## config.mk

```make
export PLATFORM = sky130hd
export DESIGN_NAME = wpst_div
export DESIGN_NICKNAME = d
export VERILOG_FILES = /design/src/rtl/wpst_pkg.sv /design/src/rtl/wpst_div.sv
export SDC_FILE = /design/constraint.sdc
export NUM_CORES = 1
export LEC_CHECK = 0
export ABC_AREA = 1
export BUFFER_PORTS_ARGS = -buffer_cell sky130_fd_sc_hd__buf_2
export CORE_MARGIN = 4
export CORE_UTILIZATION = 60
export DETAILED_ROUTE_END_ITERATION = 6
export GPL_ROUTABILITY_DRIVEN = 0
export PLACE_DENSITY = 0.84
export SKIP_CTS_REPAIR_TIMING = 1
export SLEW_MARGIN = 20
export SYNTH_ARGS = -nofsm -noshare
export SYNTH_HDL_FRONTEND = slang
export SYNTH_SLANG_ARGS = --single-unit
```

## constraint.sdc

```tcl
create_clock -name i_clk -period 14.49 [get_ports i_clk]
set_clock_uncertainty 0.2 [all_clocks]
set_input_delay 2.1735 -clock i_clk [delete_from_list [all_inputs] [get_ports i_clk]]
set_output_delay 2.1735 -clock i_clk [all_outputs]
set_load 0.02 [all_outputs]
```

## src/rtl/wpst_pkg.sv

```systemverilog
package wpst_pkg;

    localparam int ENTRIES   = 256;
    localparam int IDX_W     = $clog2(ENTRIES);
    localparam int FRAC_BITS = 16;
    localparam int DEV_W     = 32;
    localparam int SUM_W     = 40;
    localparam int CNT_W     = 9;
    localparam int TREE_W    = SUM_W + CNT_W;

    localparam logic [31:0] ONE_Q = 32'(1) << FRAC_BITS;

    // shared divider: quotient width and divisor width
    localparam int DIV_NW = 58;
    localparam int DIV_DW = 42;

    localparam logic [1:0] KIND_LOAD  = 2'd0;
    localparam logic [1:0] KIND_AVAIL = 2'd1;
    localparam logic [1:0] KIND_PICK  = 2'd2;

    typedef struct packed {
        logic              start;
        logic [DIV_NW-1:0] num;
        logic [DIV_DW-1:0] den;
    } t_div_req;

    typedef struct packed {
        logic              done;
        logic [DIV_NW-1:0] quo;
    } t_div_rsp;

endpackage

```

## src/rtl/wpst_div.sv

```systemverilog
module wpst_div (
    input  logic              i_clk,
    input  logic              i_rst_n,
    input  wpst_pkg::t_div_req i_req,
    output wpst_pkg::t_div_rsp o_rsp
);

    // restoring divider, one quotient bit per cycle
    logic [wpst_pkg::DIV_NW-1:0] r_num;
    logic [wpst_pkg::DIV_DW-1:0] r_den;
    logic [wpst_pkg::DIV_DW-1:0] r_rem;
    logic [5:0]                  r_cnt;
    logic                        r_done;
    logic [wpst_pkg::DIV_DW:0]   trial;
    logic                        qbit;

    always_comb begin
        trial = {r_rem, r_num[wpst_pkg::DIV_NW-1]};
        qbit  = (trial >= {1'b0, r_den});
    end

    always_ff @(posedge i_clk) begin
        if (!i_rst_n) begin
            r_cnt  <= '0;
            r_done <= 1'b0;
        end else begin
            r_done <= (r_cnt == 6'd1);
            if (i_req.start) begin
                r_num <= i_req.num;
                r_den <= i_req.den;
                r_rem <= '0;
                r_cnt <= 6'(wpst_pkg::DIV_NW);
            end else if (r_cnt != 6'd0) begin
                r_cnt <= r_cnt - 6'd1;
                r_num <= {r_num[wpst_pkg::DIV_NW-2:0], qbit};
                if (qbit) begin
                    r_rem <= wpst_pkg::DIV_DW'(trial - {1'b0, r_den});
                end else begin
                    r_rem <= trial[wpst_pkg::DIV_DW-1:0];
                end
            end
        end
    end

    assign o_rsp.done = r_done;
    assign o_rsp.quo  = r_num;

endmodule

```

# ---- Yosys cells after proc, flatten, opt, wreduce, memory -nomap -nowiden
# Cells that the tools add are included.
dict set report totals {
  register_bits 149
  latchBits 0
  ram_bits 0
  rom_bits 0
  in_bits 103
  output_inout_bits 59
  elab_cells 22
  n_memories 0
}
dict set report classes {
  addsub 2
  n_mul 0
  n_div 0
  order_cmp 1
  eq_ne 1
  shifts 0
  muxes 6
  bitwise 1
  n_reduce_logical 5
}
# operator count
set ops {}
lappend ops {{two-way mux 58 bit} 2}
lappend ops {{two-way mux 42 bit} 2}
lappend ops {{>= comparator 43 x 42 -> 1 bit} 1}
lappend ops {{subtractor 42 bit} 1}
lappend ops {{two-way mux 6 bit} 2}
lappend ops {{== test 6 x 1 -> 1 bit (second input constant)} 1}
lappend ops {{nonzero test 6 bit} 1}
lappend ops {{subtractor 6 x 1 -> 6 bit (second input constant)} 1}
lappend ops {{AND reduction 2 bit} 2}
lappend ops {{nonzero test 2 bit} 1}
lappend ops {{OR reduction 2 bit} 1}
lappend ops {{inverter 1 bit} 1}

# ---- Logic depth before layout (Yosys ltp)
dict set report logic_depth {
  depth_word 3
  ltp_mapped 18
  depth_no_buf 18
}

# ---- Least setup slack after synthesis
# No wires, ideal clock.
dict set report synth_timing {
  path_kind {input port to flip-flop}
  start {input i_req[100] (netlist bit)}
  end {register r_num[0] (netlist bit), enable pin}
  setup_ps 594
  arrival_time_ps 7625
  required_time_ps 13696
  path_slack_ps 6071
  cell_stages 4
  n_path_buf 2
  cell_sequence {clkbuf_1 > inv_1 > clkbuf_1 > a21oi_1}
}
dict set report synth_via {
  elab_chain_cells 2
}
# item line_no
set synth_lines {}
lappend synth_lines {{start, declared} wpst_div.sv:4} ;# input wpst_pkg::t_div_req i_req,
lappend synth_lines {{nonzero test 2 bit (no source line)} n/a}
lappend synth_lines {{AND reduction 2 bit (no source line)} n/a}
lappend synth_lines {{end signal, assigned} wpst_div.sv:29} ;# r_num <= i_req.num;
lappend synth_lines {{end signal, assigned} wpst_div.sv:35} ;# r_num <= {r_num[wpst_pkg::DIV_NW-2:0], qbit};
lappend synth_lines {{end, declared} wpst_div.sv:9} ;# logic [wpst_pkg::DIV_NW-1:0] r_num;
# Every way passes these cells.
# A chain may end at the register's enable or synchronous reset.

==> flow_summary_export.csv <==
group,metric,value,unit
run_status,outcome,"complete, but fails checks",
run_status,violated_checks,"DRC",
route,met3_length,1.776,mm
route,detail-route-antenna-nets,0,
grt,grt.overflow.total,0,
synth,synth-seq-cells,149,
die,dieArea,0.01798,mm2
synth,synth-edff-count,142,
clocking,cts_tree,"yes",
layout,syn_to_final_growth,15.86,%
route,first_iter_violations,695,
pwr,vdd_drop_max,96.71,uV
synth,synth.lib_cells_used.distinct,38,
layout,ratio_of_cells_with_drive_above_1_in_the_final_layout,17.91,%
clocking,clockRootBuffer,"sky130_fd_sc_hd__clkbuf_16",
clocking,clkSinkCount,149,
layout,finish.net_count,1549,
synth,yosysWarningCount,0,
route,drc,2,
sta,timing.final.hold_violations,0,
sta,achievable-frequency,0.2567,GHz
route,number_of_vias_in_the_routed_layout,8365,
clocking,ctsHtreeMaxLevel,4,
sta,max_slew.worst_pin.slew,1.003,ns
critical_path,reg2reg_from,"r_rem[0]",
critical_path,worstSetupEndpointType,"flip-flop",
clocking,clkLatencyLatePin,0.44,ns
route,highest-signal-layer,"met4",
synth,synthesis.nets,1391,
sta,slew-limit-headroom,33.11,%
grt,first_global_vias,8099,
placed_design,dpl.cell_count,1592,
critical_path,crit_start,"i_req[100]",
synth,netlist_instances,1242,
layout,antenna_cells,0,
route,drt_first_pass_iters,7,
route,detail_route.wirelength,23.12,mm
die,io-pin-count,162,
pwr,cell_area_power_density,136.8,mW/mm2
clocking,cts_made_buffers,17,
die,die-height,134.1,um
grt,grtUsageTotal,26.63,%
critical_path,r2r.worst_path.cells,12,
route,route.layer.met1.wl,9.851,mm
layout,nFillCells,1213,
sta,finalCritPeriodShare,26.89,%
pwr,cellLeakagePower,0.005731,uW
min_path,hold_crit_class,"flip-flop to flip-flop",
critical_path,worstReg2RegEnd,"r_rem[2]",
layout,util_after_layout,71.91,%
die,initial_core_util,62.07,%
sta,finalSetupViolCount,0,
critical_path,reg2reg_slack,11.21,ns
critical_path,worstSetupStartpointType,"primary input",
critical_path,crit_arrival,3.97,ns
clocking,clockBufferDepth,2,
synth,fraction_of_synthesized_cell_area_taken_by_the_top_area_cell_type,44.70,%
synth,synth_area_per_cell,7.681,um2
route,wl_met2,10.56,mm
critical_path,timing.critical_path.required,14.57,ns
placed_design,place.detailed.hpwl,17.03,mm
critical_path,timing.critical_path.fanout_max,101,
grt,grt_max_degree,102,
synth,async_reset_ff_share,0,%
synth,ys_dominant_reg_cell,"sky130_fd_sc_hd__edfxtp_1",
synth,yosys.area.top_type,"sky130_fd_sc_hd__edfxtp_1",
placed_design,buffer_ports.inserted,161,
sta,final.setup.tns,0,ns
layout,instances_no_fill,1624,
clocking,path_clk_slew,0.07,ns
die,placeableCoreArea,0.01537,mm2
route,viasPerCell,5.151,
sta,grt_setup_unrepaired,"false",
run,max_cap_viol_count,0,
die,floorplan.die.width,134.1,um
route,wire_per_inst,14.24,um
synth,synth_top_cells_by_area,"sky130_fd_sc_hd__edfxtp_1 (45%), sky130_fd_sc_hd__nand2_1 (19%), sky130_fd_sc_hd__inv_1 (7.4%), sky130_fd_sc_hd__ha_1 (5.9%), sky130_fd_sc_hd__nor2_1 (4.9%)",
sta,min_period,3.896,ns
sta,slew_viol_final,0,
critical_path,last_element_of_the_critical_path,"r_rem[32]",
die,placementRows,45,
synth,post_synth_instance_area,0.009540,mm2
grt,wire_length_of_the_first_global_routing_pass,38.13,mm
critical_path,worstSetupPathType,"primary input to flip-flop",
grt,number_of_antenna_violations_at_the_first_check_in_global_routing,0,
synth,seq_area_frac_synth,46.16,%
flip-flops by register name (all words and copies together), names as in the netlist:
register / flops
r_rem: 42
r_den: 42
r_cnt: 6
r_done: 1
r_num: 58
worst min path at each step:
stage | start | to | slack [ns] | cells past startpoint
final | r_num[20] | r_num[21] | 0.34 | 2
after detailed placement | r_num[20] | r_num[21] | 0.32 | 2
after global placement | r_cnt[0] | r_cnt[0] | 0.26 | 1
after floorplan | r_cnt[0] | r_cnt[0] | 0.25 | 1
after global routing | r_num[20] | r_num[21] | 0.36 | 2
after CTS | r_num[20] | r_num[21] | 0.34 | 2
layout by cell type (no fill, tap or decap), types with 2 or more instances in the layout:
master                       count
sky130_fd_sc_hd__inv_2          10
sky130_fd_sc_hd__clkinv_4        2
sky130_fd_sc_hd__o21ai_2         2
sky130_fd_sc_hd__o21ai_0        22
sky130_fd_sc_hd__inv_1         185
sky130_fd_sc_hd__clkinv_1        3
sky130_fd_sc_hd__ha_1           45
sky130_fd_sc_hd__xor2_1         23
sky130_fd_sc_hd__o21bai_1        7
sky130_fd_sc_hd__dfxtp_1         7
sky130_fd_sc_hd__nand4_1         3
sky130_fd_sc_hd__nand3_2         7
sky130_fd_sc_hd__nand3_1        53
sky130_fd_sc_hd__o211ai_1        2
sky130_fd_sc_hd__a21o_1          2
sky130_fd_sc_hd__nor2_4          3
sky130_fd_sc_hd__o21ai_1        19
sky130_fd_sc_hd__inv_6           4
sky130_fd_sc_hd__buf_2         161
sky130_fd_sc_hd__or2_2           2
sky130_fd_sc_hd__inv_8           2
sky130_fd_sc_hd__xnor2_1         3
sky130_fd_sc_hd__clkinvlp_4      4
sky130_fd_sc_hd__nor3_1          2
sky130_fd_sc_hd__nor2_1        125
sky130_fd_sc_hd__a21oi_1        39
sky130_fd_sc_hd__edfxtp_1      142
sky130_fd_sc_hd__o21a_1          2
sky130_fd_sc_hd__and2_1          2
sky130_fd_sc_hd__nor2_2         16
sky130_fd_sc_hd__nand2_1       471
sky130_fd_sc_hd__nand2_2        11
sky130_fd_sc_hd__nand2_4         2
sky130_fd_sc_hd__clkbuf_16      17
sky130_fd_sc_hd__buf_4           5
Yosys cell counts (2+ instances only):
master and number:
sky130_fd_sc_hd__o21a_1 2, sky130_fd_sc_hd__nand4_1 3, sky130_fd_sc_hd__o21bai_1 7, sky130_fd_sc_hd__nor2_2 16
sky130_fd_sc_hd__nand3_1 53, sky130_fd_sc_hd__edfxtp_1 142, sky130_fd_sc_hd__nand2_2 11, sky130_fd_sc_hd__clkbuf_1 17
sky130_fd_sc_hd__buf_12 4, sky130_fd_sc_hd__inv_1 187, sky130_fd_sc_hd__buf_2 4, sky130_fd_sc_hd__nand2_1 471
sky130_fd_sc_hd__nor2_1 125, sky130_fd_sc_hd__nor2_4 3, sky130_fd_sc_hd__or2_2 2, sky130_fd_sc_hd__a21oi_1 40
sky130_fd_sc_hd__xnor2_1 3, sky130_fd_sc_hd__and2_1 2, sky130_fd_sc_hd__nand2_4 2, sky130_fd_sc_hd__o211ai_1 2
sky130_fd_sc_hd__o21ai_0 22, sky130_fd_sc_hd__xor2_1 23, sky130_fd_sc_hd__dfxtp_1 7, sky130_fd_sc_hd__a21o_1 2
sky130_fd_sc_hd__nor3_1 2, sky130_fd_sc_hd__nand3_2 7, sky130_fd_sc_hd__ha_1 45, sky130_fd_sc_hd__o21ai_2 2
sky130_fd_sc_hd__o21ai_1 19, sky130_fd_sc_hd__inv_2 9
logic make-up (layout without fill, tap and decap cells):
kind of cell / Yosys count / count (layout) / synth area share (%)
AND/OR/NAND/NOR: 699 / 699 / 30.12
adder cells (fa/ha/maj): 46 / 46 / 6.111
AO/OA/AOI/OAI: 98 / 98 / 5.626
buffers and inverters: 224 / 395 / 9.587
flip-flops: 149 / 149 / 46.16
XOR/XNOR: 26 / 26 / 2.387
area by class of cell:
class                      count  area (um2)  share of cell area [%]
multi-input combinational    869        4233                   38.30
tap                          211       264.0                   2.388
timing repair buffer         166       843.3                   7.630
inverter                     197       739.5                   6.690
sequential                   149        4404                   39.85
clock inverter                15       143.9                   1.302
clock buffer                  17       425.4                   3.849
routing by layer:
layer,global-route usage (%),vias up
met2,42.17,331
met3,6.564,65
met4,13.01,0
li1,-,4227
met5,0,-
met1,34.47,3742
per-stage QoR:
| step | instance area, um2 | hold slack, ns | total power, uW | setup WS, ns |
|---|---|---|---|---|
| 6_report | 11050 | 0.3410 | 1512 | 10.59 |
| 5_1_grt | 11050 | 0.3628 | 1609 | 10.43 |
| 4_1_cts | 11050 | 0.3439 | 1513 | 10.63 |
| 3_5_place_dp | 10480 | 0.3250 | 1079 | 10.19 |
| 3_3_place_gp | 10480 | 0.2644 | 1067 | 10.27 |
| 2_1_floorplan | 9540 | 0.2502 | 970.2 | 6.071 |
worst max-delay path, stage by stage:
cell and delay [ns]:
sky130_fd_sc_hd__buf_2 0.09, sky130_fd_sc_hd__buf_4 0.30, sky130_fd_sc_hd__inv_2 0.16, sky130_fd_sc_hd__buf_4 0.80, sky130_fd_sc_hd__o21ai_0 0.23, sky130_fd_sc_hd__nor2_1 0.18
where the power goes:
part / total (uW) / internal, uW / switching (uW)
registers: 570 / 541 / 29.5
clock network: 433 / 240 / 193
logic: 509 / 171 / 337
Power figures use the tool's default switching activity.
